`config.mk`:
```
export PLATFORM = sky130hd
export DESIGN_NAME = display_scanline_word_sequencer_top_flat
export DESIGN_NICKNAME = d
export VERILOG_FILES = /design/src/sv/dsws_pkg.sv /design/src/sv/dsws_channels.sv /design/src/sv/dsws_ram.sv /design/src/sv/dsws_fifo.sv /design/src/sv/display_scanline_word_sequencer_top.sv /design/src/flat_wrapper.sv
export SDC_FILE = /design/constraint.sdc
export NUM_CORES = 1
export LEC_CHECK = 0
export ABC_AREA = 1
export BUFFER_PORTS_ARGS = -buffer_cell sky130_fd_sc_hd__buf_2
export CORE_ASPECT_RATIO = 0.5
export CORE_MARGIN = 1
export CORE_UTILIZATION = 55
export CTS_CLUSTER_DIAMETER = 100
export CTS_CLUSTER_SIZE = 24
export DETAILED_ROUTE_END_ITERATION = 10
export PLACE_DENSITY = 0.76
export SLEW_MARGIN = 25
export SYNTH_ARGS = -nofsm -noshare
export SYNTH_HDL_FRONTEND = slang
export SYNTH_HIERARCHICAL = 1
export SYNTH_SLANG_ARGS = --single-unit
```
`constraint.sdc`:
```
create_clock -name clk -period 6.6 [get_ports clk]
set_clock_uncertainty 0.2 [all_clocks]
set_input_delay 1.32 -clock clk [delete_from_list [all_inputs] [get_ports clk]]
set_output_delay 1.32 -clock clk [all_outputs]
set_load 0.02 [all_outputs]
```
`src/sv/dsws_pkg.sv`:
```
// Package for the display scanline word sequencer.
// Holds operation and task codes, field widths, defaults and the structs
// shared by the FIFO controller and the top level. No dependencies.
package dsws_pkg;

    localparam int FIFO_DEPTH_DEF    = 16;
    localparam int LINE_WORDS_DEF    = 64;
    localparam int VISIBLE_LIMIT_DEF = 860;

    localparam int OP_W    = 3;
    localparam int VALUE_W = 16;
    localparam int SLOT_W  = 7;
    localparam int SCAN_W  = 12;
    localparam int LINE_W  = 10;
    localparam int LAST_W  = 6;
    localparam int TASK_W  = 2;

    localparam logic [OP_W-1:0] OP_PUSH   = 3'd0;
    localparam logic [OP_W-1:0] OP_CTRL   = 3'd1;
    localparam logic [OP_W-1:0] OP_BORDER = 3'd2;
    localparam logic [OP_W-1:0] OP_TICK   = 3'd3;
    localparam logic [OP_W-1:0] OP_SYNC   = 3'd4;
    localparam logic [OP_W-1:0] OP_CLEAR  = 3'd5;

    localparam logic [TASK_W-1:0] TASK_NONE  = 2'd0;
    localparam logic [TASK_W-1:0] TASK_WAKE  = 2'd1;
    localparam logic [TASK_W-1:0] TASK_SLEEP = 2'd2;

    localparam logic [SCAN_W-1:0] EVEN_OFFSET = 12'd36;
    localparam logic [SCAN_W-1:0] ODD_OFFSET  = 12'd37;
    localparam logic [SCAN_W-1:0] SCAN_SAT_AT = 12'd4092;
    localparam logic [SCAN_W-1:0] SCAN_MAX    = 12'd4094;
    localparam logic [SCAN_W-1:0] SCAN_STEP   = 12'd2;

    // control word bit positions
    localparam int CB_ON      = 0;
    localparam int CB_BLANK   = 1;
    localparam int CB_PICTURE = 2;
    localparam int CB_INVERT  = 3;
    localparam int CB_ODD     = 4;
    localparam int CB_VSYNC   = 5;
    localparam int CB_KEEP    = 6;

    typedef struct packed {
        logic               push;
        logic               pop;
        logic               flush;
        logic [VALUE_W-1:0] data;
    } fifo_ctrl_t;

    typedef struct packed {
        logic               nonempty;
        logic               full;
        logic [VALUE_W-1:0] head_data;
    } fifo_stat_t;

    typedef struct packed {
        logic [15:0]       word_value;
        logic              fetch_valid;
        logic [15:0]       fetch_address;
        logic [SLOT_W-1:0] word_slot;
        logic [SCAN_W-1:0] draw_line;
        logic              draw_valid;
        logic              invert_video;
        logic              line_done;
        logic [TASK_W-1:0] task_request;
        logic              frame_render;
        logic              clear_screen;
        logic              fifo_overflow;
    } result_t;

endpackage

```
`src/sv/dsws_channels.sv`:
```
// Valid/ready channel interfaces for the sequencer: requests in, results out.
// Uses widths from dsws_pkg.
interface dsws_in_if;
    logic                          valid;
    logic                          ready;
    logic [dsws_pkg::OP_W-1:0]     op;
    logic [dsws_pkg::VALUE_W-1:0]  value;

    modport source (output valid, output op, output value, input ready);
    modport sink   (input valid, input op, input value, output ready);
endinterface

interface dsws_out_if;
    logic                          valid;
    logic                          ready;
    logic [15:0]                   word_value;
    logic                          fetch_valid;
    logic [15:0]                   fetch_address;
    logic [dsws_pkg::SLOT_W-1:0]   word_slot;
    logic [dsws_pkg::SCAN_W-1:0]   draw_line;
    logic                          draw_valid;
    logic                          invert_video;
    logic                          line_done;
    logic [dsws_pkg::TASK_W-1:0]   task_request;
    logic                          frame_render;
    logic                          clear_screen;
    logic                          fifo_overflow;

    modport source (output valid, output word_value, output fetch_valid,
                    output fetch_address, output word_slot, output draw_line,
                    output draw_valid, output invert_video, output line_done,
                    output task_request, output frame_render,
                    output clear_screen, output fifo_overflow, input ready);
    modport sink   (input valid, input word_value, input fetch_valid,
                    input fetch_address, input word_slot, input draw_line,
                    input draw_valid, input invert_video, input line_done,
                    input task_request, input frame_render,
                    input clear_screen, input fifo_overflow, output ready);
endinterface

```
`src/sv/dsws_ram.sv`:
```
// Generic simple dual-port RAM, one write and one registered read port.
// No dependencies.
module dsws_ram #(
    parameter int WIDTH = 16,
    parameter int DEPTH = 16
) (
    input  logic                     clk,
    input  logic                     we,
    input  logic [$clog2(DEPTH)-1:0] waddr,
    input  logic [WIDTH-1:0]         wdata,
    input  logic [$clog2(DEPTH)-1:0] raddr,
    output logic [WIDTH-1:0]         rdata
);

    logic [WIDTH-1:0] mem [DEPTH];

    always_ff @(posedge clk)
    begin
        if (we)
        begin
            mem[waddr] <= wdata;
        end
        rdata <= mem[raddr];
    end

endmodule

```
`src/sv/dsws_fifo.sv`:
```
// Line-command FIFO: pointers and fill count around a dsws_ram instance.
// The head entry is always presented, with bypass of a same-cycle write.
// Depends on dsws_pkg and dsws_ram.
module dsws_fifo #(
    parameter int DEPTH = dsws_pkg::FIFO_DEPTH_DEF
) (
    input  logic                 clk,
    input  logic                 rst_n,
    input  dsws_pkg::fifo_ctrl_t ctrl,
    output dsws_pkg::fifo_stat_t stat
);

    localparam int IW = $clog2(DEPTH);
    localparam int CW = $clog2(DEPTH + 1);

    logic [IW-1:0] head_reg, head_next;
    logic [CW-1:0] count_reg, count_next;
    logic          byp_reg;
    logic [dsws_pkg::VALUE_W-1:0] byp_data_reg;
    logic [dsws_pkg::VALUE_W-1:0] rd_data;
    logic [CW:0]   tail_sum;
    logic [IW-1:0] waddr;
    logic          full;
    logic          we;

    assign full = (count_reg == CW'(DEPTH));
    assign we   = ctrl.push && !full && !ctrl.flush;

    always_comb
    begin
        tail_sum = (CW+1)'(head_reg) + (CW+1)'(count_reg);
        if (tail_sum >= (CW+1)'(DEPTH))
        begin
            waddr = IW'(tail_sum - (CW+1)'(DEPTH));
        end
        else
        begin
            waddr = IW'(tail_sum);
        end
    end

    always_comb
    begin
        head_next  = head_reg;
        count_next = count_reg;
        if (ctrl.flush)
        begin
            head_next  = '0;
            count_next = '0;
        end
        else if (we)
        begin
            count_next = count_reg + CW'(1);
        end
        else if (ctrl.pop)
        begin
            head_next  = (head_reg == IW'(DEPTH - 1)) ? '0 : head_reg + IW'(1);
            count_next = count_reg - CW'(1);
        end
    end

    always_ff @(posedge clk or negedge rst_n)
    begin
        if (!rst_n)
        begin
            head_reg  <= '0;
            count_reg <= '0;
            byp_reg   <= 1'b0;
        end
        else
        begin
            head_reg  <= head_next;
            count_reg <= count_next;
            byp_reg   <= we && (waddr == head_next);
        end
    end

    always_ff @(posedge clk)
    begin
        byp_data_reg <= ctrl.data;
    end

    // read port follows the next head so its entry is ready once that head is registered
    dsws_ram #(
        .WIDTH (dsws_pkg::VALUE_W),
        .DEPTH (DEPTH)
    ) u_ram (
        .clk   (clk),
        .we    (we),
        .waddr (waddr),
        .wdata (ctrl.data),
        .raddr (head_next),
        .rdata (rd_data)
    );

    assign stat.nonempty  = (count_reg != '0);
    assign stat.full      = full;
    assign stat.head_data = byp_reg ? byp_data_reg : rd_data;

endmodule

```
`src/sv/display_scanline_word_sequencer_top.sv`:
```
// Display scanline word sequencer, top level.
// Requests arrive on in_ch (op, value): FIFO push, control write, border
// write, word slot tick, sync check and clear request. Every accepted
// request yields exactly one result on out_ch, in request order.
// Each result is registered in the output stage before out_ch shows it.
// Throughput: one request per cycle while in_ch.ready is high, set by
// the read-modify-write of the scanline state and the line-command RAM,
// whose head entry is pre-read every cycle, bypassing a same-cycle push.
// A scanline is LINE_WORDS+4 slot ticks. The first latches the line modes
// and may pop a line command; display-window ticks fetch line*64+word.
// Stall: a two-entry output stage (result register plus skid register)
// lets one more request in while a result waits; in_ch.ready drops only
// when both entries are full.
// Reset (rst_n, asynchronous, low): FIFO empty, all flags and counters
// cleared, no result pending. FIFO entries hold no reset value; only
// pushed entries are ever popped. No clearing pass is needed.
// Depends on dsws_pkg, dsws_channels and dsws_fifo.
module display_scanline_word_sequencer_top #(
    parameter int FIFO_DEPTH    = dsws_pkg::FIFO_DEPTH_DEF,
    parameter int LINE_WORDS    = dsws_pkg::LINE_WORDS_DEF,
    parameter int VISIBLE_LIMIT = dsws_pkg::VISIBLE_LIMIT_DEF
) (
    input  logic       clk,
    input  logic       rst_n,
    dsws_in_if.sink    in_ch,
    dsws_out_if.source out_ch
);

    localparam int SW = dsws_pkg::SLOT_W;
    localparam int NW = dsws_pkg::SCAN_W;
    localparam logic [SW-1:0] LAST_SLOT  = SW'(LINE_WORDS + 3);
    localparam logic [SW-1:0] DISP_END   = SW'(LINE_WORDS + 2);
    localparam logic [SW-1:0] FINAL_WORD = SW'(LINE_WORDS - 1);
    localparam logic [SW-1:0] DISP_START = SW'(2);
    localparam logic [NW-1:0] VIS_LIMIT  = NW'(VISIBLE_LIMIT);

    // control flags
    logic ctrl_on_reg, ctrl_on_next;
    logic ctrl_blank_reg, ctrl_blank_next;
    logic ctrl_pic_reg, ctrl_pic_next;
    logic ctrl_inv_reg, ctrl_inv_next;
    logic ctrl_odd_reg, ctrl_odd_next;
    logic sync_seen_reg, sync_seen_next;
    logic [NW-1:0] scan_reg, scan_next;
    logic [15:0]   border_reg, border_next;
    logic [SW-1:0] slot_reg, slot_next;
    logic [dsws_pkg::LINE_W-1:0] line_num_reg, line_num_next;
    logic [dsws_pkg::LAST_W-1:0] end_word_reg, end_word_next;
    // per-line latch
    logic [15:0] ll_pat_reg, ll_pat_next;
    logic ll_blank_reg, ll_blank_next;
    logic ll_pic_reg, ll_pic_next;
    logic ll_inv_reg, ll_inv_next;
    logic ll_cmd_reg, ll_cmd_next;

    // output stage
    logic                 out_valid_reg, skid_valid_reg;
    dsws_pkg::result_t    out_data_reg, skid_data_reg;
    dsws_pkg::result_t    res;

    dsws_pkg::fifo_ctrl_t fifo_ctrl;
    dsws_pkg::fifo_stat_t fifo_stat;

    logic          accept;
    logic          out_fire;
    logic [NW-1:0] offset;
    logic [NW:0]   eff;
    logic [7:0]    pat_byte;
    logic [SW-1:0] word_idx;

    assign in_ch.ready = !skid_valid_reg;
    assign accept      = in_ch.valid && in_ch.ready;
    assign out_fire    = out_valid_reg && out_ch.ready;

    assign offset   = ctrl_odd_reg ? dsws_pkg::ODD_OFFSET : dsws_pkg::EVEN_OFFSET;
    assign eff      = {1'b0, scan_reg} - {1'b0, offset};
    assign pat_byte = eff[1] ? border_reg[15:8] : border_reg[7:0];
    assign word_idx = slot_reg - DISP_START;

    always_comb
    begin
        ctrl_on_next    = ctrl_on_reg;
        ctrl_blank_next = ctrl_blank_reg;
        ctrl_pic_next   = ctrl_pic_reg;
        ctrl_inv_next   = ctrl_inv_reg;
        ctrl_odd_next   = ctrl_odd_reg;
        sync_seen_next  = sync_seen_reg;
        scan_next       = scan_reg;
        border_next     = border_reg;
        slot_next       = slot_reg;
        line_num_next   = line_num_reg;
        end_word_next   = end_word_reg;
        ll_pat_next     = ll_pat_reg;
        ll_blank_next   = ll_blank_reg;
        ll_pic_next     = ll_pic_reg;
        ll_inv_next     = ll_inv_reg;
        ll_cmd_next     = ll_cmd_reg;
        res             = '0;
        fifo_ctrl       = '0;
        fifo_ctrl.data  = in_ch.value;

        if (accept)
        begin
            unique case (in_ch.op)
                dsws_pkg::OP_PUSH:
                begin
                    if (fifo_stat.full)
                    begin
                        res.fifo_overflow = 1'b1;
                    end
                    else
                    begin
                        fifo_ctrl.push = 1'b1;
                    end
                end
                dsws_pkg::OP_CTRL:
                begin
                    ctrl_on_next    = in_ch.value[dsws_pkg::CB_ON];
                    ctrl_blank_next = in_ch.value[dsws_pkg::CB_BLANK];
                    ctrl_pic_next   = in_ch.value[dsws_pkg::CB_PICTURE];
                    ctrl_inv_next   = in_ch.value[dsws_pkg::CB_INVERT];
                    if (in_ch.value[dsws_pkg::CB_VSYNC])
                    begin
                        scan_next        = '0;
                        ctrl_odd_next    = in_ch.value[dsws_pkg::CB_ODD];
                        sync_seen_next   = 1'b1;
                        res.frame_render = 1'b1;
                    end
                    fifo_ctrl.flush = !in_ch.value[dsws_pkg::CB_KEEP];
                    if (!in_ch.value[dsws_pkg::CB_ON])
                    begin
                        res.task_request = dsws_pkg::TASK_SLEEP;
                    end
                end
                dsws_pkg::OP_BORDER:
                begin
                    border_next = in_ch.value;
                end
                dsws_pkg::OP_TICK:
                begin
                    // slot zero with the display off: all-zero result, no change
                    if (slot_reg != '0 || ctrl_on_reg)
                    begin
                        if (slot_reg == '0)
                        begin
                            ll_pat_next   = {pat_byte, pat_byte};
                            ll_blank_next = ctrl_blank_reg;
                            ll_pic_next   = ctrl_pic_reg;
                            ll_inv_next   = ctrl_inv_reg;
                            ll_cmd_next   = ctrl_pic_reg && !ctrl_blank_reg
                                            && fifo_stat.nonempty;
                            if (ll_cmd_next)
                            begin
                                fifo_ctrl.pop  = 1'b1;
                                line_num_next  = fifo_stat.head_data[9:0];
                                end_word_next  = fifo_stat.head_data[15:10];
                            end
                        end

                        if (ll_blank_next)
                        begin
                            res.word_value = '0;
                        end
                        else if (!ll_pic_next || slot_reg < DISP_START
                                 || slot_reg >= DISP_END)
                        begin
                            res.word_value = ll_pat_next;
                        end
                        else if (ll_cmd_next)
                        begin
                            res.fetch_valid   = 1'b1;
                            res.fetch_address = {line_num_reg, 6'b0}
                                                | {10'b0, word_idx[5:0]};
                            // switch to the next command after this one's last word
                            if (word_idx != FINAL_WORD
                                && word_idx == {1'b0, end_word_reg}
                                && fifo_stat.nonempty)
                            begin
                                fifo_ctrl.pop  = 1'b1;
                                line_num_next  = fifo_stat.head_data[9:0];
                                end_word_next  = fifo_stat.head_data[15:10];
                            end
                        end

                        res.word_slot    = slot_reg;
                        res.draw_line    = eff[NW-1:0];
                        res.draw_valid   = !eff[NW] && (eff[NW-1:0] != '0)
                                           && (eff[NW-1:0] < VIS_LIMIT);
                        res.invert_video = ll_inv_next;

                        if (slot_reg == LAST_SLOT)
                        begin
                            slot_next     = '0;
                            res.line_done = 1'b1;
                            scan_next     = (scan_reg >= dsws_pkg::SCAN_SAT_AT)
                                            ? dsws_pkg::SCAN_MAX
                                            : scan_reg + dsws_pkg::SCAN_STEP;
                            res.task_request = ctrl_on_reg ? dsws_pkg::TASK_WAKE
                                                           : dsws_pkg::TASK_NONE;
                        end
                        else
                        begin
                            slot_next = slot_reg + SW'(1);
                        end
                    end
                end
                dsws_pkg::OP_SYNC:
                begin
                    res.clear_screen = !sync_seen_reg;
                    sync_seen_next   = 1'b0;
                end
                dsws_pkg::OP_CLEAR:
                begin
                    res.task_request = dsws_pkg::TASK_SLEEP;
                end
                default:
                begin
                    res = '0;
                end
            endcase
        end
    end

    always_ff @(posedge clk or negedge rst_n)
    begin
        if (!rst_n)
        begin
            ctrl_on_reg    <= 1'b0;
            ctrl_blank_reg <= 1'b0;
            ctrl_pic_reg   <= 1'b0;
            ctrl_inv_reg   <= 1'b0;
            ctrl_odd_reg   <= 1'b0;
            sync_seen_reg  <= 1'b0;
            scan_reg       <= '0;
            border_reg     <= '0;
            slot_reg       <= '0;
            line_num_reg   <= '0;
            end_word_reg   <= '0;
            ll_pat_reg     <= '0;
            ll_blank_reg   <= 1'b0;
            ll_pic_reg     <= 1'b0;
            ll_inv_reg     <= 1'b0;
            ll_cmd_reg     <= 1'b0;
        end
        else
        begin
            ctrl_on_reg    <= ctrl_on_next;
            ctrl_blank_reg <= ctrl_blank_next;
            ctrl_pic_reg   <= ctrl_pic_next;
            ctrl_inv_reg   <= ctrl_inv_next;
            ctrl_odd_reg   <= ctrl_odd_next;
            sync_seen_reg  <= sync_seen_next;
            scan_reg       <= scan_next;
            border_reg     <= border_next;
            slot_reg       <= slot_next;
            line_num_reg   <= line_num_next;
            end_word_reg   <= end_word_next;
            ll_pat_reg     <= ll_pat_next;
            ll_blank_reg   <= ll_blank_next;
            ll_pic_reg     <= ll_pic_next;
            ll_inv_reg     <= ll_inv_next;
            ll_cmd_reg     <= ll_cmd_next;
        end
    end

    // output register with skid entry
    always_ff @(posedge clk or negedge rst_n)
    begin
        if (!rst_n)
        begin
            out_valid_reg  <= 1'b0;
            skid_valid_reg <= 1'b0;
        end
        else if (out_fire || !out_valid_reg)
        begin
            if (skid_valid_reg)
            begin
                out_valid_reg  <= 1'b1;
                skid_valid_reg <= accept;
            end
            else
            begin
                out_valid_reg <= accept;
            end
        end
        else if (accept)
        begin
            skid_valid_reg <= 1'b1;
        end
    end

    always_ff @(posedge clk)
    begin
        if (out_fire || !out_valid_reg)
        begin
            if (skid_valid_reg)
            begin
                out_data_reg  <= skid_data_reg;
                skid_data_reg <= res;
            end
            else
            begin
                out_data_reg <= res;
            end
        end
        else if (accept)
        begin
            skid_data_reg <= res;
        end
    end

    dsws_fifo #(
        .DEPTH (FIFO_DEPTH)
    ) u_fifo (
        .clk   (clk),
        .rst_n (rst_n),
        .ctrl  (fifo_ctrl),
        .stat  (fifo_stat)
    );

    assign out_ch.valid         = out_valid_reg;
    assign out_ch.word_value    = out_data_reg.word_value;
    assign out_ch.fetch_valid   = out_data_reg.fetch_valid;
    assign out_ch.fetch_address = out_data_reg.fetch_address;
    assign out_ch.word_slot     = out_data_reg.word_slot;
    assign out_ch.draw_line     = out_data_reg.draw_line;
    assign out_ch.draw_valid    = out_data_reg.draw_valid;
    assign out_ch.invert_video  = out_data_reg.invert_video;
    assign out_ch.line_done     = out_data_reg.line_done;
    assign out_ch.task_request  = out_data_reg.task_request;
    assign out_ch.frame_render  = out_data_reg.frame_render;
    assign out_ch.clear_screen  = out_data_reg.clear_screen;
    assign out_ch.fifo_overflow = out_data_reg.fifo_overflow;

endmodule

```
`src/flat_wrapper.sv`:
```
// flat-port wrapper written by rule: the top's interface ports become plain ports
module display_scanline_word_sequencer_top_flat 
#(
    parameter int FIFO_DEPTH    = dsws_pkg::FIFO_DEPTH_DEF,
    parameter int LINE_WORDS    = dsws_pkg::LINE_WORDS_DEF,
    parameter int VISIBLE_LIMIT = dsws_pkg::VISIBLE_LIMIT_DEF
)
  (clk, rst_n, in_ch_valid, in_ch_op, in_ch_value, in_ch_ready, out_ch_valid, out_ch_word_value, out_ch_fetch_valid, out_ch_fetch_address, out_ch_word_slot, out_ch_draw_line, out_ch_draw_valid, out_ch_invert_video, out_ch_line_done, out_ch_task_request, out_ch_frame_render, out_ch_clear_screen, out_ch_fifo_overflow, out_ch_ready);
  dsws_in_if in_ch_i ();
  dsws_out_if out_ch_i ();
  input  logic clk;
  input  logic rst_n;
  input wire logic [$bits(in_ch_i.valid)-1:0] in_ch_valid;
  input wire logic [$bits(in_ch_i.op)-1:0] in_ch_op;
  input wire logic [$bits(in_ch_i.value)-1:0] in_ch_value;
  output wire logic [$bits(in_ch_i.ready)-1:0] in_ch_ready;
  output wire logic [$bits(out_ch_i.valid)-1:0] out_ch_valid;
  output wire logic [$bits(out_ch_i.word_value)-1:0] out_ch_word_value;
  output wire logic [$bits(out_ch_i.fetch_valid)-1:0] out_ch_fetch_valid;
  output wire logic [$bits(out_ch_i.fetch_address)-1:0] out_ch_fetch_address;
  output wire logic [$bits(out_ch_i.word_slot)-1:0] out_ch_word_slot;
  output wire logic [$bits(out_ch_i.draw_line)-1:0] out_ch_draw_line;
  output wire logic [$bits(out_ch_i.draw_valid)-1:0] out_ch_draw_valid;
  output wire logic [$bits(out_ch_i.invert_video)-1:0] out_ch_invert_video;
  output wire logic [$bits(out_ch_i.line_done)-1:0] out_ch_line_done;
  output wire logic [$bits(out_ch_i.task_request)-1:0] out_ch_task_request;
  output wire logic [$bits(out_ch_i.frame_render)-1:0] out_ch_frame_render;
  output wire logic [$bits(out_ch_i.clear_screen)-1:0] out_ch_clear_screen;
  output wire logic [$bits(out_ch_i.fifo_overflow)-1:0] out_ch_fifo_overflow;
  input wire logic [$bits(out_ch_i.ready)-1:0] out_ch_ready;
  assign in_ch_i.valid = in_ch_valid;
  assign in_ch_i.op = in_ch_op;
  assign in_ch_i.value = in_ch_value;
  assign in_ch_ready = in_ch_i.ready;
  assign out_ch_valid = out_ch_i.valid;
  assign out_ch_word_value = out_ch_i.word_value;
  assign out_ch_fetch_valid = out_ch_i.fetch_valid;
  assign out_ch_fetch_address = out_ch_i.fetch_address;
  assign out_ch_word_slot = out_ch_i.word_slot;
  assign out_ch_draw_line = out_ch_i.draw_line;
  assign out_ch_draw_valid = out_ch_i.draw_valid;
  assign out_ch_invert_video = out_ch_i.invert_video;
  assign out_ch_line_done = out_ch_i.line_done;
  assign out_ch_task_request = out_ch_i.task_request;
  assign out_ch_frame_render = out_ch_i.frame_render;
  assign out_ch_clear_screen = out_ch_i.clear_screen;
  assign out_ch_fifo_overflow = out_ch_i.fifo_overflow;
  assign out_ch_i.ready = out_ch_ready;
  display_scanline_word_sequencer_top #(.FIFO_DEPTH(FIFO_DEPTH), .LINE_WORDS(LINE_WORDS), .VISIBLE_LIMIT(VISIBLE_LIMIT)) u_core (.clk(clk), .rst_n(rst_n), .in_ch(in_ch_i), .out_ch(out_ch_i));
endmodule
```
**Word-level counts from Yosys, hierarchy flattened**

Memories as Yosys holds them, arrays and structs flattened. A register that Yosys moved wholly into a read port is not among the register bits.
Index checks and enable logic that the tools add are counted.

- Input bits: 23
- Memories: 1
- Register bits: 225
- Bits in writable memories: 256
- Word-level logic and storage cells: 201

Memory list:

| name | depth | bits a word | read ports | clocked after Yosys merged registers in | wr ports | RTL line | RTL |
|---|---|---|---|---|---|---|---|
| u_core.u_fifo.u_ram.mem | 16 | 16 | 1 | 1 | 1 | dsws_ram.sv:15 | `logic [WIDTH-1:0] mem [DEPTH];` |

- Order comparisons: 5
- Bitwise operators: 1
- Mux-type cells: 84
- Reductions and logical operators: 40
- Add/subtract/negate cells: 9
- Equal/unequal tests: 15

Operator list:

| operator | number |
|---|---|
| 60-bit two-way mux | 5 |
| 16-bit two-way mux | 4 |
| 10-bit two-way mux | 6 |
| 57-bit two-way mux | 1 |
| 55-bit two-way mux | 1 |
| 17-bit two-way mux | 3 |
| 12-bit two-way mux | 4 |
| 1-bit two-way mux | 38 |
| 6-bit two-way mux | 6 |
| 12-bit one-hot mux with 2 select lines | 1 |
| 4-bit two-way mux | 5 |
| 16-bit by 6-bit bitwise OR with 16-bit output | 1 |
| 5-bit two-way mux | 3 |
| 12-bit by 12-bit subtractor with 13-bit output | 1 |
| 12-bit by 2-bit adder with 12-bit output (second input constant) | 1 |
| 12-bit greater-or-equal comparator (second input constant) | 1 |
| 12-bit by 10-bit < comparator with 1-bit output (second input constant) | 1 |
| 12-bit nonzero test | 1 |
| 1-bit logical AND | 11 |
| 1-bit logical NOT | 9 |
| 3-bit AND reduction | 3 |
| 8-bit two-way mux | 1 |
| 7-bit by 1-bit adder with 7-bit output (second input constant) | 1 |
| 7-bit by 6-bit equality test with 1-bit output | 1 |
| 33 further kinds | 45 |

**Logic depth before layout (Yosys ltp)**

Gate-level depths: netlist (run 1).

- Depth in word-level cells: 19
- Depth in mapped cells: 29
- Mapped depth without buffers: 25

**Cells and area by module**

Netlist (run 1), hierarchy kept.

Modules (own cells, without submodules):

| module | area each (um2) | cells each | times used | seq. area each (um2) |
|---|---|---|---|---|
| dsws_ram | 11380.9 | 1074 | 1 | 8007.7 |
| display_scanline_word_sequencer_top | 8941.1 | 920 | 1 | 5555.3 |
| dsws_fifo | 1490.2 | 166 | 1 | 570.5 |

**Least setup slack after synthesis (run 1)**

OpenSTA, ideal clock, no wires.

- Path type: in2reg
- From: input port out_ch_ready
- To: register u_core/skid_data_reg[0] (netlist bit) (enable)
- Arrival: 5.599 ns
- Buffers on the path: 0
- Required time: 5.839 ns
- Path slack: 0.240 ns
- Stages on the path: 2
- Path through: nor2_1 o21ai_0

- Cells in the longest elaborated chain, start to end: 4
- Elaborated cells on any way between the ends: 5
- Those cells by class: eq/ne (1); reduce/logical (4)

RTL lines:

| what | RTL line | RTL |
|---|---|---|
| from (decl) | flat_wrapper.sv:30 | `input wire logic [$bits(out_ch_i.ready)-1:0] out_ch_ready;` |
| 1-bit logical AND (*) | display_scanline_word_sequencer_top.sv:73 | `assign out_fire = out_valid_reg && out_ch.ready;` |
| 1-bit logical OR (*) | display_scanline_word_sequencer_top.sv:294 | `if (out_fire \|\| !out_valid_reg)` |
| 2-bit by 1-bit inequality test with 1-bit output (no line) / 2-bit nonzero test (equally long branches) | n/a |  |
| 2-bit AND reduction (no line) (*) | n/a |  |
| to (signal assigned) | display_scanline_word_sequencer_top.sv:299 | `skid_data_reg <= res;` |
| to (signal assigned) | display_scanline_word_sequencer_top.sv:308 | `skid_data_reg <= res;` |
| to (decl) | display_scanline_word_sequencer_top.sv:58 | `dsws_pkg::result_t out_data_reg, skid_data_reg;` |

Every way passes the cells marked *; elsewhere a longest branch is shown, timed or not.
A chain may end at the register's enable or synchronous reset.

**Worst setup path in the final report (run 1)**

- From: register u_core.slot_reg[1]
- To: register u_core.u_fifo.u_ram.rdata[7], read port of u_core.u_fifo.u_ram.mem

- Cells in the longest elaborated chain, start to end: 16
- Elaborated cells on any way between the ends: 36
- Those cells by class: add/sub (1); order compare (2); eq/ne (2); mux (23); reduce/logical (8)

RTL lines:

| what | RTL line | RTL |
|---|---|---|
| from (decl) | display_scanline_word_sequencer_top.sv:46 | `logic [SW-1:0] slot_reg, slot_next;` |
| from (signal assigned) | display_scanline_word_sequencer_top.sv:255 | `slot_reg <= slot_next;` |
| branches (longest 10 deep; another with 7-bit by 2-bit subtractor with 7-bit output) | n/a |  |
| 1-bit two-way mux (*) | display_scanline_word_sequencer_top.sv:142 | `if (slot_reg != '0 \|\| ctrl_on_reg)` |
| 1-bit two-way mux (*) | display_scanline_word_sequencer_top.sv:104 | `unique case (in_ch.op)` |
| 3-bit two-way mux (*) | display_scanline_word_sequencer_top.sv:102 | `if (accept)` |
| 4-bit two-way mux (*) | dsws_fifo.sv:55 | `else if (ctrl.pop)` |
| 4-bit two-way mux (*) | dsws_fifo.sv:51 | `else if (we)` |
| 4-bit two-way mux (*) | dsws_fifo.sv:46 | `if (ctrl.flush)` |
| net u_core.u_fifo.head_next[1] | dsws_fifo.sv:16 | `logic [IW-1:0] head_reg, head_next;` |
| to (decl) | dsws_ram.sv:12 | `output logic [WIDTH-1:0] rdata` |

Mark *: on every way through the listed nets, which the timed path passes. The select of a mux whose other input is x is not followed.

==> impl_metrics.py, run 1 <==
metrics = {
    "status": {
        "status": "finished clean",
    },
    "power": {
        "clkPwrFrac_pct": 20.6,
        "pwr-share-comb_pct": 31.1,
        "switching_share_pct": 35.8,
        "ir_worst_vdd_mv": 0.208,
        "p_seq_share_pct": 48.2,
        "p_sw_uw": 2860,
        "p_total_uw": 7980,
        "p_per_area_nw_per_um2": 341,
        "internal_power_uw": 5120,
        "p_leak_uw": 0.0104,
    },
    "cts": {
        "cts_sinks": 496,
        "cts_tree": "done",
        "clk_pin_slew_worst_paths_ns": 0.10,
        "htree_num_levels": 1,
        "cts_root_buf": "clkbuf_16",
        "clock_path_buffers": 3,
        "post_cts_buffers": 0,
        "cts_made_buffers": 24,
        "insertion_delay_ns": 0.59,
        "cts-hold-fix-buffers": 0,
        "post_cts_resized": 0,
    },
    "synth": {
        "syn_area_um2": 21800,
        "avgSynthCellArea_um2": 10.1,
        "synth_edf_count": 376,
        "syn_inst": 2160,
        "synth_flop_cell": "edfxtp_1",
        "ys_warn_count": 6,
        "ys_types": 47,
        "synth-async-reset-ratio_pct": 17.7,
        "ys_ff_latch": 496,
        "synthesis.nets": 2203,
        "yosysSeqAreaShare_pct": 64.8,
    },
    "floorplan": {
        "die_area_um2": 40500,
        "row_count": 51,
        "core_um2": 39000,
        "die_h_um": 143,
        "io_pins": 85,
        "start_util_pct": 55.9,
        "die_w_um": 284,
    },
    "global_route": {
        "antenna_found_initial": 3,
        "grt_usage_pct": 23.7,
        "grt_pass1_wl_mm": 75.1,
        "grt_pass1_vias": 13900,
        "gr-total-overflow": 0,
        "grt_max_degree": 130,
    },
    "layout": {
        "num-nets-final": 2260,
        "fillCellCount": 3153,
        "finish.instance_area_um2": 23400,
        "drive_gt1_share_pct": 10.2,
        "syn_to_final_growth_pct": 7.34,
        "final_cell_mix": "617 x nand2_1, 376 x edfxtp_1, 317 x inv_1",
        "final_common_cell": "nand2_1",
        "largest_reg_flops": 256,
    },
    "min_path": {
        "hp-class": "register to register",
    },
    "worst_setup_path": {
        "required_ns": 6.93,
        "start_kind": "register",
        "cp_max_fo": 32,
        "end_kind": "register",
        "critical_path_class": "register to register",
        "crit_arrival_ns": 5.04,
    },
    "routing": {
        "ant_nets": 0,
        "via_count": 14800,
        "drt_iter0_drc": 1627,
        "routed_wl_mm": 47.7,
        "firstDrtPassIters": 5,
        "drcViolationCount": 0,
        "avgRoutedWirePerCell_um": 17.2,
        "routed_via_density": 5.35,
    },
    "timing": {
        "tightest_slew_ns": 0.963,
        "fmax_mhz": 212,
        "finalCriticalPeriod_ns": 4.71,
        "rsz0062_at_grt": "no",
        "fin_crit_sh_pct": 71.4,
        "drv_slew": 0,
        "finalHoldViolCount": 0,
        "whs_ns": 0.292,
        "setup_viol": 0,
        "fin_tns_setup_ns": 0,
        "maxSlewHeadroom_pct": 35.5,
    },
    "place": {
        "dpl-instance-area_um2": 22700,
        "place.gp.congestion": 0.874,
        "portBuffers": 84,
        "dp_hpwl_mm": 30.0,
    },
    "flow_run": {
        "max-cap-violations": 0,
    },
}
==> metal layers <==
layer	wire, um	vias up	global-route usage (%)
met5	12	-	0
met2	22100	607	38.8
met3	3920	86	3.83
li1	-	7104	-
met1	20500	7008	33.5
met4	1110	2	5.97
==> cells in the mapped netlist (9+ instances only) <==
cell type  instances  area, um2
dfxtp_1           32        641
nand3_1          238       1190
inv_2             12       45.0
o21ai_1           11       55.1
nand2_2           12       75.1
o22ai_1            9       56.3
inv_1            321       1200
a21oi_1           14       70.1
ha_1              18        225
clkbuf_1          34        128
nand2_1          617       2320
xor2_1             9       78.8
nor2_1           117        439
dfrtp_1           88       2200
buf_2             24        120
buf_4             19        143
o21ai_0          107        536
edfxtp_1         376      11300
mux2_2            28        315
==> area by class of cell <==
class | instances | area (um2) | share of cell area (%)
diodes | 4 | 10.0 | 0.0428
clock buffers | 42 | 668 | 2.85
repair buffers | 116 | 688 | 2.94
well taps | 530 | 663 | 2.83
clock inverters | 2 | 25.0 | 0.107
multi-input cells | 1243 | 5960 | 25.4
flip-flops and latches | 496 | 14100 | 60.4
inverters | 336 | 1270 | 5.41
==> cell families after synthesis <==
group           Yosys count  share of synthesized area [%]
simple gates           1032                           20.4
flops                   496                           64.8
buf+inv                 421                           7.97
compound gates          151                           3.66
mux                      28                           1.45
fa+ha+maj                20                           1.22
xor+xnor                 12                          0.482
==> power by group through the flow <==
stage | registers (uW) | clock network (uW) | logic [uW]
floorplan | 3880 | 0 | 1810
global placement | 3900 | 0 | 2360
detailed placement | 3910 | 0 | 2440
CTS | 3840 | 1670 | 2460
global route | 3880 | 1780 | 2770
finish | 3850 | 1650 | 2480
==> final timing paths <==
kind                                            from  slack (ns)                           end  cells past startpoint
worst min-delay path            u_core/border_reg[0]        0.29          u_core/border_reg[0]                      2
worst max register to register    u_core/slot_reg[1]        1.89  u_core/u_fifo/u_ram/rdata[7]                     21
max in group asynchronous                      rst_n        4.60        u_core/line_num_reg[4]                      2
worst min register to register  u_core/border_reg[0]        0.29          u_core/border_reg[0]                      2
min in group asynchronous                      rst_n        0.47     u_core/u_fifo/head_reg[3]                      1
worst max-delay path              u_core/slot_reg[1]        1.89  u_core/u_fifo/u_ram/rdata[7]                     21
==> critical path, cell delays in order (launching register included) <==
cell and delay [ns]:
dfrtp_1 0.47, clkinv_1 0.23, ha_1 0.26, nand2_4 0.08, nor2_8 0.36, nand2_1 0.14
o21ai_1 0.15, nand2_2 0.13, nor2_8 0.18, nand2_4 0.08, nand2_2 0.49, inv_2 0.18
o21ai_1 0.25, nand2_4 0.07, nand3_2 0.07, inv_2 0.04, inv_2 0.47, buf_4 0.39
nand3_1 0.12, nand3_1 0.08, nand3_1 0.10, nand2_1 0.09
==> through the flow <==
stage | instances | worst slack [ns] | utilization (%)
after global routing | 2765 | 1.46 | 60.0
after detailed placement | 2721 | 1.54 | 58.2
after floorplan | 2160 | 0.240 | -
after CTS | 2765 | 1.94 | 60.0
after global placement | 2721 | 1.68 | 58.2
final | 2769 | 1.89 | 60.0
Power figures use the tool's default switching activity.
==> run 2, diff against run 1 <==
==> constraint.sdc (replaced) <==
create_clock -name clk -period 4.7 [get_ports clk]
set_clock_uncertainty 0.2 [all_clocks]
set_input_delay 0.94 -clock clk [delete_from_list [all_inputs] [get_ports clk]]
set_output_delay 0.94 -clock clk [all_outputs]
set_load 0.02 [all_outputs]
==> run 2 against run 1 <==
Effect of this change:
- combinational power increased by 42%
- total power is 41% higher
- first-iteration DRC count fell by 9.6%
- non-clock buffer count is 9 higher
- fmax increased by 12%
- critical endpoint is now u_core/u_fifo/u_ram/rdata[11]
- sequential power grew 40%
- register-to-register slack worse by 1.4 ns
- clock power up 40%
- critical path type unchanged
- final cell count up 0.18%
- sequential share of layout area fell by 0.25 points
==> impl_metrics.py, run 2 (synthesized netlist as in run 1, its figures left out) <==
metrics = {
    "layout": {
        "final-seq-area_um2": 14100,
        "largest_reg_flops": 256,
        "finish.instance_area_um2": 23500,
        "syn_to_final_growth_pct": 7.79,
        "multiInputGateArea_um2": 5950,
        "fillCellCount": 3115,
        "final_cell_mix": "617 x nand2_1, 376 x edfxtp_1, 318 x inv_1",
        "final_common_cell": "nand2_1",
        "drive_gt1_share_pct": 10.4,
        "antennaDiodeCount": 0,
        "num-nets-final": 2269,
    },
    "place": {
        "place.gp.congestion": 0.919,
        "pre_cts_slack_ns": 0.444,
        "dpl-instance-area_um2": 22800,
        "dp_hpwl_mm": 30.0,
        "portBuffers": 84,
    },
    "global_route": {
        "grt_max_degree": 103,
        "grt_pass1_wl_mm": 75.2,
        "use_met3_pct": 3.37,
        "grt_pass1_vias": 13900,
        "grt_usage_pct": 23.7,
        "antenna_found_initial": 1,
        "gr-total-overflow": 0,
        "grtUsageMet1_pct": 33.3,
        "met2_usage_pct": 39.1,
        "top_usage_layer": "met2",
    },
    "timing": {
        "fmax_mhz": 237,
        "fin_tns_setup_ns": 0,
        "finalHoldViolCount": 0,
        "fin_crit_sh_pct": 89.8,
        "setup_viol": 0,
        "setup_ws_ns": 0.481,
        "rsz0062_at_grt": "no",
        "maxSlewHeadroom_pct": 36.9,
        "finalCriticalPeriod_ns": 4.22,
        "tightest_slew_ns": 0.943,
        "drv_slew": 0,
    },
    "worst_setup_path": {
        "cp_max_fo": 61,
        "cpMostUsedCell": "nand2_1",
        "end_kind": "register",
        "cpPeakStageDelay_ns": 0.45,
        "critical_path_class": "register to register",
        "required_ns": 5.00,
        "crit_arrival_ns": 4.52,
        "critPathSlowestCell": "dfrtp_1",
        "start_kind": "register",
        "crit_chain": "clkinv_1 > ha_1 > nand2_4 > nor2_8 > nand2_1 > o21ai_1 > nand2_2 > nor2_8 > nand2_4 > nand2_2 > buf_4 > nand2_1 > nand2_1 > nand2_2 > nand3_2 > clkinv_2 > clkinv_2 > buf_12 > nand2_1 > nand2_1 > nand2_1 > nand3_1 > nand3_1 > nand2_1",
    },
    "routing": {
        "drcViolationCount": 0,
        "routed_via_density": 5.31,
        "firstDrtPassIters": 6,
        "ant_nets": 0,
        "drt_iter0_drc": 1470,
        "routed_wl_mm": 47.9,
        "avgRoutedWirePerCell_um": 17.3,
        "via_count": 14700,
    },
    "power": {
        "p_per_area_nw_per_um2": 477,
        "p_leak_uw": 0.0105,
        "ir_worst_vdd_mv": 0.323,
    },
    "floorplan": {
        "start_util_pct": 55.9,
        "die_w_um": 284,
        "row_count": 51,
        "die_h_um": 143,
        "io_pins": 85,
        "core_um2": 39000,
        "die_area_um2": 40500,
    },
    "cts": {
        "htree_num_levels": 1,
        "clock_path_buffers": 3,
        "cts_tree": "done",
        "post_cts_buffers": 0,
        "cts_made_buffers": 24,
        "insertion_delay_ns": 0.58,
        "clk_pin_slew_worst_paths_ns": 0.11,
        "cts-hold-fix-buffers": 0,
        "cts_sinks": 496,
        "cts_root_buf": "clkbuf_16",
        "post_cts_resized": 0,
    },
    "min_path": {
        "hp-class": "input pin to async pin",
    },
    "flow_run": {
        "max-cap-violations": 0,
    },
    "status": {
        "status": "finished clean",
    },
}
[run 2: cell types whose count changed in the layout (fill, tap and decap cells not counted), sizes merged]
| cell | previous run | this run |
|---|---|---|
| clkbuf | 42 | 43 |
| buf | 116 | 125 |
| diode | 4 | 0 |
| clkinv | 5 | 4 |
[run 2: critical path, delay by kind of cell, from the launching register on]
family / cells / cell delay (ns)
AO/OA/AOI/OAI: 1 / 0.15
adder cells (fa/ha/maj): 1 / 0.25
buffers and inverters: 5 / 1.11
flip-flops: 1 / 0.45
AND/OR/NAND/NOR: 17 / 1.94
[run 2: per-layer routing]
layer | vias to the layer above | share of wire, % | wire length, um
li1 | 7104 | - | -
met1 | 6961 | 43 | 20600
met2 | 565 | 46 | 22200
met3 | 87 | 8.0 | 3830
met4 | 0 | 2.6 | 1240
met5 | - | 0 | 0
[run 2: layout make-up]
cell class                      count  area share [%]
Sequential cell                   496            60.1
Multi-Input combinational cell   1243            25.3
Inverter                          336            5.39
Timing Repair Buffer              125            3.37
Clock buffer                       43            2.95
Tap cell                          530            2.82
Clock inverter                      1          0.0373
[run 2: where the power goes]
part	switching (uW)	leakage (uW)	internal [uW]	total [uW]
logic	2400	0.00530	1110	3510
registers	278	0.00482	5120	5400
clock network	1300	0.000334	1010	2310
total	3980	0.0105	7240	11200
[run 2: worst paths after layout]
path                                           start                             to  slack, ns  depth (start not counted)
worst max-delay path              u_core/slot_reg[1]  u_core/u_fifo/u_ram/rdata[11]       0.48                         24
worst min-delay path                           rst_n             u_core/scan_reg[9]       0.22                          1
min in group clk                u_core/border_reg[5]           u_core/border_reg[5]       0.30                          2
worst min register to register  u_core/border_reg[5]           u_core/border_reg[5]       0.30                          2
worst max register to register    u_core/slot_reg[1]  u_core/u_fifo/u_ram/rdata[11]       0.48                         24
max in group asynchronous                      rst_n           u_core/border_reg[1]       3.15                          2
[run 2: metrics by stage]
stage	hold WS [ns]	util (%)	total power (uW)	instances
CTS	0.236	60.3	11200	2774
detailed placement	0.275	58.5	8940	2730
floorplan	0.253	-	8000	2160
finish	0.224	60.3	11200	2774
global route	0.271	60.3	11900	2774
global placement	0.272	58.5	8870	2730
